## config.mk

```make
export PLATFORM = sky130hd
export DESIGN_NAME = fail_safe_output_bank
export DESIGN_NICKNAME = d
export VERILOG_FILES = /design/src/hdl/fsob_pkg.sv /design/src/hdl/fsob_lane.sv /design/src/hdl/fsob_merge.sv /design/src/hdl/fail_safe_output_bank.sv
export SDC_FILE = /design/constraint.sdc
export NUM_CORES = 2
export LEC_CHECK = 0
export BUFFER_PORTS_ARGS = -buffer_cell sky130_fd_sc_hd__buf_4
export CORE_MARGIN = 10
export CORE_UTILIZATION = 60
export DETAILED_ROUTE_END_ITERATION = 10
export GPL_ROUTABILITY_DRIVEN = 0
export PLACE_DENSITY = 0.78
export SYNTH_ARGS = -nofsm -noshare
export SYNTH_HDL_FRONTEND = slang
export SYNTH_SLANG_ARGS = --single-unit
```

## constraint.sdc

```tcl
create_clock -name clock -period 7.11 [get_ports clock]
set_input_delay 0.3555 -clock clock [delete_from_list [all_inputs] [get_ports clock]]
set_output_delay 0.3555 -clock clock [all_outputs]
set_load 0.01 [all_outputs]
```

## src/hdl/fsob_pkg.sv

```systemverilog
// Shared types, codes and constants of the fail-safe output bank.
package fsob_pkg;

   localparam int CHANNELS_DEF = 12;
   localparam int MAX_CHANNELS = 16;
   localparam int OUT_W        = 12;
   localparam int CHAN_W       = 4;
   localparam int ELAPSED_W    = 32;
   localparam int TIMEOUT_W    = 16;
   localparam int TICK_MS      = 100;
   localparam int THRESH_W     = 23;
   localparam int LOSS_MODE_W  = 24;
   localparam int SAFE_LEVEL_W = 12;
   localparam int CSR_ADDR_W   = 3;
   localparam int CSR_DATA_W   = 64;
   localparam int TO_GROUPS    = 3;
   localparam int TO_PER_GROUP = 4;

   localparam logic [1:0] LOSS_HOLD = 2'd0;
   localparam logic [1:0] LOSS_SAFE = 2'd1;
   localparam logic [1:0] LOSS_OFF  = 2'd2;

   localparam logic [CSR_ADDR_W-1:0] CSR_LOSS_MODES    = 3'd0;
   localparam logic [CSR_ADDR_W-1:0] CSR_SAFE_LEVELS   = 3'd1;
   localparam logic [CSR_ADDR_W-1:0] CSR_TIMEOUTS_LOW  = 3'd2;
   localparam logic [CSR_ADDR_W-1:0] CSR_TIMEOUTS_MID  = 3'd3;
   localparam logic [CSR_ADDR_W-1:0] CSR_TIMEOUTS_HIGH = 3'd4;

   typedef enum logic [1:0] {
      OP_SET_ONE = 2'd0,
      OP_SET_ALL = 2'd1,
      OP_EVAL    = 2'd2,
      OP_NONE    = 2'd3
   } op_type;

   typedef struct packed {
      logic [1:0]           loss_mode;
      logic                 safe_level;
      logic [TIMEOUT_W-1:0] timeout;
   } lane_cfg_type;

   typedef struct packed {
      op_type               op;
      logic                 selected;
      logic                 level;
      logic                 mask_bit;
      logic [ELAPSED_W-1:0] elapsed_ms;
   } lane_item_type;

   typedef struct packed {
      logic commanded;
      logic driven;
      logic latched;
   } lane_state_type;

endpackage

```

## src/hdl/fsob_lane.sv

```systemverilog
// One output channel: its state bits and its link-loss trip check.
module fsob_lane (
   input  logic                   clock,
   input  logic                   reset,
   input  logic                   accept,
   input  fsob_pkg::lane_item_type item,
   input  fsob_pkg::lane_cfg_type  cfg,
   output fsob_pkg::lane_state_type state_next
);
   import fsob_pkg::*;

   lane_state_type          state_ff;
   lane_state_type          state_in;
   logic [THRESH_W-1:0]     thresh;
   logic                    armed;
   logic                    expired;

   assign thresh  = THRESH_W'({{(THRESH_W-TIMEOUT_W){1'b0}}, cfg.timeout}
                              * THRESH_W'(TICK_MS));
   assign armed   = (cfg.loss_mode == LOSS_SAFE) || (cfg.loss_mode == LOSS_OFF);
   assign expired = item.elapsed_ms >= {{(ELAPSED_W-THRESH_W){1'b0}}, thresh};

   always_comb begin
      state_in = state_ff;
      case (item.op)
         OP_SET_ONE: begin
            if (item.selected) begin
               state_in.commanded = item.level;
               state_in.driven    = item.level;
               state_in.latched   = 1'b0;
            end
         end
         OP_SET_ALL: begin
            state_in.commanded = item.mask_bit;
            state_in.driven    = item.mask_bit;
            state_in.latched   = 1'b0;
         end
         OP_EVAL: begin
            if (armed && !state_ff.latched && expired) begin
               state_in.driven  = (cfg.loss_mode == LOSS_SAFE) && cfg.safe_level;
               state_in.latched = 1'b1;
            end
         end
         default: begin
            state_in = state_ff;
         end
      endcase
   end

   assign state_next = state_in;

   always_ff @(posedge clock) begin
      if (reset) begin
         state_ff <= '0;
      end else if (accept) begin
         state_ff <= state_in;
      end
   end

endmodule

```

## src/hdl/fsob_merge.sv

```systemverilog
// Gathers the lane results into the three masks and holds the result word.
module fsob_merge #(
   parameter int CHANNELS = fsob_pkg::CHANNELS_DEF
) (
   input  logic                                  clock,
   input  logic                                  reset,
   input  logic                                  accept,
   input  fsob_pkg::lane_state_type [CHANNELS-1:0] lane_next,
   input  logic                                  rsp_stall,
   output logic                                  rsp_valid,
   output logic [fsob_pkg::OUT_W-1:0]            rsp_driven_mask,
   output logic [fsob_pkg::OUT_W-1:0]            rsp_commanded_mask,
   output logic [fsob_pkg::OUT_W-1:0]            rsp_latched_mask
);
   import fsob_pkg::*;

   logic [OUT_W-1:0] driven_in;
   logic [OUT_W-1:0] commanded_in;
   logic [OUT_W-1:0] latched_in;
   logic [OUT_W-1:0] driven_ff;
   logic [OUT_W-1:0] commanded_ff;
   logic [OUT_W-1:0] latched_ff;
   logic             valid_ff;
   logic             valid_in;

   for (genvar i = 0; i < OUT_W; i++) begin : g_pack
      if (i < CHANNELS) begin : g_lane
         assign driven_in[i]    = lane_next[i].driven;
         assign commanded_in[i] = lane_next[i].commanded;
         assign latched_in[i]   = lane_next[i].latched;
      end else begin : g_pad
         assign driven_in[i]    = 1'b0;
         assign commanded_in[i] = 1'b0;
         assign latched_in[i]   = 1'b0;
      end
   end

   assign valid_in = accept || (valid_ff && rsp_stall);

   always_ff @(posedge clock) begin
      if (reset) begin
         valid_ff     <= 1'b0;
         driven_ff    <= '0;
         commanded_ff <= '0;
         latched_ff   <= '0;
      end else begin
         valid_ff <= valid_in;
         if (accept) begin
            driven_ff    <= driven_in;
            commanded_ff <= commanded_in;
            latched_ff   <= latched_in;
         end
      end
   end

   assign rsp_valid          = valid_ff;
   assign rsp_driven_mask    = driven_ff;
   assign rsp_commanded_mask = commanded_ff;
   assign rsp_latched_mask   = latched_ff;

endmodule

```

## src/hdl/fail_safe_output_bank.sv

```systemverilog
// Top level of the fail-safe output bank: config registers, channel lanes, result register.
// The result word of an item appears in the cycle after its acceptance.
// Throughput: one word per cycle while not stalled; each lane's command or trip check is combinational.
// The result register accepts a new word whenever it is empty or being taken this cycle.
// Reset (synchronous, active high) clears all masks, config registers and the result valid;
// the input is stalled while reset is high.
module fail_safe_output_bank #(
   parameter int CHANNELS = fsob_pkg::CHANNELS_DEF
) (
   input  logic                                clock,
   input  logic                                reset,
   // input channel
   input  logic                                req_valid,
   output logic                                req_stall,
   input  logic [1:0]                          req_mode,
   input  logic [fsob_pkg::CHAN_W-1:0]         req_channel,
   input  logic                                req_level,
   input  logic [fsob_pkg::OUT_W-1:0]          req_command_mask,
   input  logic [fsob_pkg::ELAPSED_W-1:0]      req_elapsed_ms,
   // result channel
   output logic                                rsp_valid,
   input  logic                                rsp_stall,
   output logic [fsob_pkg::OUT_W-1:0]          rsp_driven_mask,
   output logic [fsob_pkg::OUT_W-1:0]          rsp_commanded_mask,
   output logic [fsob_pkg::OUT_W-1:0]          rsp_latched_mask,
   // configuration port
   input  logic                                csr_we,
   input  logic [fsob_pkg::CSR_ADDR_W-1:0]     csr_index,
   input  logic [fsob_pkg::CSR_DATA_W-1:0]     csr_wdata
);
   import fsob_pkg::*;

   // Config registers; the three timeout words sit in one array, four channels each.
   logic [LOSS_MODE_W-1:0]                 loss_modes_ff;
   logic [SAFE_LEVEL_W-1:0]                safe_levels_ff;
   logic [TO_GROUPS-1:0][CSR_DATA_W-1:0]   timeouts_ff;

   logic                                   accept;
   op_type                                 op;
   lane_state_type [CHANNELS-1:0]          lane_next;

   always_ff @(posedge clock) begin
      if (reset) begin
         loss_modes_ff  <= '0;
         safe_levels_ff <= '0;
         timeouts_ff    <= '0;
      end else if (csr_we) begin
         case (csr_index)
            CSR_LOSS_MODES:    loss_modes_ff  <= csr_wdata[LOSS_MODE_W-1:0];
            CSR_SAFE_LEVELS:   safe_levels_ff <= csr_wdata[SAFE_LEVEL_W-1:0];
            CSR_TIMEOUTS_LOW:  timeouts_ff[0] <= csr_wdata;
            CSR_TIMEOUTS_MID:  timeouts_ff[1] <= csr_wdata;
            CSR_TIMEOUTS_HIGH: timeouts_ff[2] <= csr_wdata;
            default: begin
               // drop writes to unused indexes
            end
         endcase
      end
   end

   // Hold the input while the result register is full and blocked, and during reset.
   assign req_stall = reset || (rsp_valid && rsp_stall);
   assign accept    = req_valid && !req_stall;
   assign op        = op_type'(req_mode);

   // One lane per channel. Channels past the register coverage read as hold mode,
   // so they never trip.
   for (genvar i = 0; i < CHANNELS; i++) begin : g_lane
      lane_cfg_type  cfg;
      lane_item_type item;

      if (i < OUT_W) begin : g_cfg
         assign cfg.loss_mode  = loss_modes_ff[2*i +: 2];
         assign cfg.safe_level = safe_levels_ff[i];
         assign cfg.timeout    =
            timeouts_ff[i / TO_PER_GROUP][TIMEOUT_W*(i % TO_PER_GROUP) +: TIMEOUT_W];
      end else begin : g_cfg_none
         assign cfg = '0;
      end

      // A single-channel command reaches only the lane it names; an index at or past
      // the lane count selects nothing and leaves the masks unchanged.
      assign item.op         = op;
      assign item.selected   = (req_channel == CHAN_W'(i));
      assign item.level      = req_level;
      assign item.mask_bit   = (i < OUT_W) ? req_command_mask[i % OUT_W] : 1'b0;
      assign item.elapsed_ms = req_elapsed_ms;

      fsob_lane u_lane (
         .clock      (clock),
         .reset      (reset),
         .accept     (accept),
         .item       (item),
         .cfg        (cfg),
         .state_next (lane_next[i])
      );
   end

   // Merge the lane results and hold the result word until it is taken.
   fsob_merge #(
      .CHANNELS (CHANNELS)
   ) u_merge (
      .clock              (clock),
      .reset              (reset),
      .accept             (accept),
      .lane_next          (lane_next),
      .rsp_stall          (rsp_stall),
      .rsp_valid          (rsp_valid),
      .rsp_driven_mask    (rsp_driven_mask),
      .rsp_commanded_mask (rsp_commanded_mask),
      .rsp_latched_mask   (rsp_latched_mask)
   );

   // Every accepted word yields a result word in the next cycle.
   a_accept_gives_result: assert property (@(posedge clock) disable iff (reset)
      accept |=> rsp_valid)
      else $error("accepted word produced no result");

   // A mask command clears every latch.
   a_set_all_clears_latch: assert property (@(posedge clock) disable iff (reset)
      (accept && op == OP_SET_ALL) |=> (rsp_latched_mask == '0))
      else $error("latch left set after mask command");

   // A link-loss evaluation never alters the commanded levels.
   a_eval_keeps_command: assert property (@(posedge clock) disable iff (reset)
      (accept && op == OP_EVAL) |=> (rsp_commanded_mask == $past(rsp_commanded_mask)))
      else $error("evaluation changed commanded mask");

   // A trip can only add latches; it never clears one.
   a_eval_keeps_latches: assert property (@(posedge clock) disable iff (reset)
      (accept && op == OP_EVAL) |=>
         ((rsp_latched_mask & $past(rsp_latched_mask)) == $past(rsp_latched_mask)))
      else $error("evaluation cleared a latch");

endmodule
```

# After elaboration in Yosys (flattened, before gate mapping)

Index checks and enable logic that the tools add are counted.

Input bits: 123
Register bits after elaboration: 301
Word-level logic and storage cells: 231
Output and inout bits: 38

Order comparisons: 12
Reduce and logical (&&, ||, !) cells: 73
Equal/unequal tests: 41
Muxes and demuxes: 48
Multipliers: 12

Operators by type and width:

| operator                                                             | number |
|---|---|
| 32-bit by 23-bit >= comparator with 1-bit output                     | 12 |
| 16-bit by 5-bit multiplier with 21-bit output, second input constant | 12 |
| 2-bit one-hot mux with 3 select lines                                | 12 |
| 1-bit logical AND                                                    | 38 |
| 3-bit 2-to-1 mux                                                     | 12 |
| 2-bit by 1-bit == test with 1-bit output, second input constant      | 13 |
| 2-bit == test, second input constant                                 | 13 |
| 2-bit 2-to-1 mux                                                     | 12 |
| 1-bit one-hot mux with 2 select lines                                | 12 |
| 4-bit by 3-bit == test with 1-bit output, second input constant      | 4 |
| 4-bit == test, second input constant                                 | 4 |
| 1-bit logical OR                                                     | 14 |
| 1-bit zero test                                                      | 13 |
| 2-bit AND reduction                                                  | 5 |
| 4-bit by 2-bit == test with 1-bit output, second input constant      | 2 |
| 3-bit by 2-bit == test with 1-bit output, second input constant      | 2 |
| 4-bit by 1-bit == test with 1-bit output, second input constant      | 1 |
| 4-bit zero test                                                      | 1 |
| 3-bit by 1-bit == test with 1-bit output, second input constant      | 1 |
| 3-bit == test, second input constant                                 | 1 |
| 3-bit zero test                                                      | 1 |
| 2-bit zero test                                                      | 1 |

# Depth between registers and ports, before layout

Depth after elaboration: 6
Depth in mapped cells: 25
Mapped depth without buffers: 25

# Cells and area by module

A second synthesis with hierarchy kept.

Cell total of the unflattened synthesis: 4361
Area, all modules: 38010.2 sq um

By module, submodules not included:

| module                            | area an instance (sq um) | seq. area each (sq um) | times used | cells an instance |
|---|---|---|---|---|
| fsob_lane at g_lane[0].u_lane ... | 2293.4                   | 60.1                   | 7          | 284 |
| fail_safe_output_bank             | 9140.0                   | 4564.4                 | 1          | 833 |
| fsob_lane at g_lane[3].u_lane ... | 2329.7                   | 60.1                   | 2          | 293 |
| fsob_lane at g_lane[2].u_lane     | 2321.0                   | 60.1                   | 1          | 285 |
| fsob_lane at g_lane[4].u_lane     | 2268.4                   | 60.1                   | 1          | 279 |
| fsob_lane at g_lane[6].u_lane     | 2232.1                   | 60.1                   | 1          | 271 |
| fsob_merge                        | 1335.0                   | 740.7                  | 1          | 119 |

# Least setup slack after synthesis

No wires, ideal clock.

Kind: reg-to-reg
Start point: reg timeouts_ff (netlist bit g_lane[3].cfg[2])
End point: reg with a tool-made name
Library setup time: 0.117 ns
Data required time: 6.993 ns
Path buffers: 0
Period minus slack after synthesis: 5.414 ns
Path slack: 1.696 ns
Cell stages (with the launch flop): 23
Data arrival time: 5.297 ns
Path through: dfxtp_1 -> ha_1 -> ha_1 -> fa_1 -> ha_1 -> a21o_1 -> a21oi_1 -> o21a_1 -> nor3_1 -> a41o_1 -> or4_1 -> a31o_2 -> a21oi_1 -> xor2_1 -> ha_1 -> nand4b_1 -> or4_1 -> o21ai_0 -> nor2_1 -> o41a_1 -> or3_1 -> mux2i_1 -> a32o_1

RTL lines:

| item        | line                        | source |
|---|---|---|
| from (decl) | fail_safe_output_bank.sv:36 | `logic [TO_GROUPS-1:0][CSR_DATA_W-1:0] timeouts_ff;` |

==> impl_metrics.ini <==
[route]
wl_met3_um = 6080
viasPerCell = 5.99
wl_met1_um = 38200
routed_wl_um = 91300
drt_iter0_drc = 1578
vias = 28000
wl_per_cell_um = 19.5
final_antenna_net_count = 0
drt-pass1-iter-count = 6
drc = 0
dr_wl_met2_um = 41700
routed.top_layer = met5

[floorplan]
die_x_um = 252
die-area_um2 = 63700
rows = 85
die_h_um = 252
coreArea_um2 = 53700
ios = 161
start_util_pct = 60.4

[logic_synthesis]
yosysTopAreaCell = ha_1
netlist_area_um2 = 32400
synthArstFlopShare_pct = 0
ys_seq_area_share_pct = 16.4
ys_ff_latch = 265
synth_edf_count = 0
synth.top_cell.area_share_pct = 34.4
synth_nets = 4978
yosys_most_used_dff = dfxtp_1
synth_cells = 3831
synth_area_leaders = ha_1 34%, dfxtp_1 16%, fa_1 8.1%
avgSynthCellArea_um2 = 8.47
yosys_warnings = 0
yosysUniqueCellTypes = 72

[sta]
drv_slew = 0
period_minus_slack_ns = 5.87
period_share_pct = 82.6
rsz0062_at_grt = false
timing.fmax_mhz = 170
tightest_slew_ns = 1.20
finalHoldViolations = 0
finalSetupViolations = 0
finClkSkew_ns = 0.0141
fin_tns_setup_ns = 0
slew_headroom_pct = 20.1
worst_slack_ns = 1.24

[clocking]
htreeDepth = 1
cts_root_buf = clkbuf_16
cts_buffers = 30
max-clock-path-buffers = 3
clk_pin_slew_ns = 0.07
cts_sinks = 265
clk_latency_ns = 0.62
cts_tree = done
ctsResizeCount = 0

[pwr]
vdd_drop_max_mv = 0.199
leakage_nw = 18.5
p_per_area_nw_per_um2 = 116

[hold_path]
hold_path.class = in -> reg
timing.hold.worst.start = csr_wdata[60]

[setup_path]
cp-startpoint = g_lane[3].cfg[3]
crit_fanout = 4
crit_path_start_kind = flop
r2r-start = g_lane[3].cfg[3]
crit_required_ns = 7.61
r2r_cells = 22
cp-end-kind = flop
crit_arrival_ns = 6.37
reg2reg_slack_ns = 1.24
critical_path_class = reg -> reg

[global_route]
grt_pass1_vias = 27600
grt_util_all_layers_pct = 28.3
grt_pass1_wl_um = 145000
gr-total-overflow = 0
antenna_found_initial = 3
grt_max_degree = 105

[placement]
placedCellCount = 4609
dp_hpwl_um = 69400
port_buffers = 160
pre_cts_slack_ns = 1.33

[layout]
nNetsFinal = 5100
multiInputGateArea_um2 = 25500
drive_gt1_share_pct = 6.94
regArea_um2 = 5310
area_delta_synth_final_pct = 9.12
finalNonFillerCells = 4672
fillers = 4474

[job]
max-cap-violations = 0

[outcome]
outcome = finished clean
-- critical path: stages, from the launching register on --
cell      delay [ns]
dfxtp_1         0.42
ha_1            0.27
ha_1            0.31
fa_1            0.46
ha_1            0.35
a21o_1          0.17
a21oi_1         0.27
o21a_1          0.15
nor3_1          0.06
a41o_1          0.25
or4_1           0.43
a31o_2          0.25
a21oi_1         0.16
xor2_1          0.09
ha_1            0.30
nand4b_1        0.15
or4_1           0.53
o21ai_0         0.17
nor2_1          0.06
o41a_1          0.18
or3_1           0.36
mux2i_1         0.13
a32o_1          0.25
-- placed cells by master, fill, tap and decap left out, types with 22 or more instances in the layout --
master	Yosys	final
nand2b_1	26	26
inv_1	338	338
a211oi_1	22	22
dfxtp_1	265	265
o21a_1	27	27
o21bai_1	24	24
a21o_1	79	79
o21ai_0	134	134
nand4_1	38	38
xor2_1	116	116
fa_1	132	132
a21oi_1	435	435
nor2_1	132	130
nor2b_1	51	51
buf_4	0	175
nand3_1	55	53
xnor2_1	59	59
clkbuf_16	0	30
ha_1	892	892
nand2_1	573	573
nor3_1	62	62
-- power breakdown --
part / total, mW / switching (mW) / internal, mW
logic: 0.906 / 0.542 / 0.364
clock network: 1.64 / 0.717 / 0.924
registers: 1.56 / 0.0430 / 1.52
-- cell type report --
class                      count  share of cell area [%]
sequential                   265                    15.0
clock buffer                  40                    2.31
clock inverter                14                   0.541
timing repair buffer         184                    3.98
tap                          696                    2.46
multi-input combinational   3134                    72.1
inverter                     338                    3.59
antenna                        1                 0.00707
-- cells in the mapped netlist, drive strengths merged, types with 15 or more instances --
master / instances
ha: 892
nand2: 573
a21oi: 438
inv: 338
dfxtp: 265
o21ai: 135
fa: 132
nor2: 132
xor2: 116
clkbuf: 85
a21o: 79
nor3: 63
xnor2: 59
nand3: 55
nor2b: 51
nand4: 38
o21a: 27
nand2b: 26
o21bai: 24
a211oi: 22
and3: 22
or2: 20
a311oi: 18
nor4: 18
a2111oi: 15
or3: 15
-- how the worst min path moves through the flow --
stage	slack, ns	to	cells past startpoint
after floorplan	0.43	safe_levels_ff[4]	2
after global placement	0.44	loss_modes_ff[11]	2
after detailed placement	0.45	loss_modes_ff[15]	2
after CTS	0.0006	g_lane[11].cfg[12]	3
after global routing	0.02	g_lane[2].cfg[2]	3
final	0.02	g_lane[11].cfg[12]	3
-- through the flow --
stage | cell area, um2 | hold WS (ns) | total power, mW | util, %
after detailed placement | 34300 | 0.447 | 2.47 | 63.9
after CTS | 35400 | 0.000587 | 4.10 | 65.9
after global routing | 35400 | 0.0208 | 4.29 | 65.9
after global placement | 34300 | 0.443 | 2.45 | 63.9
after floorplan | 32400 | 0.432 | 2.15 | -
final | 35400 | 0.0155 | 4.11 | 65.9
-- per-layer routing --
metal	vias up	track usage, %
met5	-	0
met4	2	14.1
met3	243	4.11
met2	860	47.5
met1	13100	34.8
li1	13800	-
-- cells by family after synthesis --
kind of cell / Yosys count / synth area share [%]
AND/OR/NAND/NOR: 1043 / 14.4
AO/OA/AOI/OAI: 878 / 16.5
XOR/XNOR: 175 / 4.73
buffers and inverters: 432 / 5.00
adder cells (fa/ha/maj): 1024 / 42.6
multiplexers: 14 / 0.463
flip-flops: 265 / 16.4
-- what timing repair did --
action | 4_1_cts | 5_1_grt
hold buffers | 8 | 0
hold endpoints to repair | 9 | 0
setup buffers | 0 | 0
No activity file was read; power rests on OpenSTA's default activity.
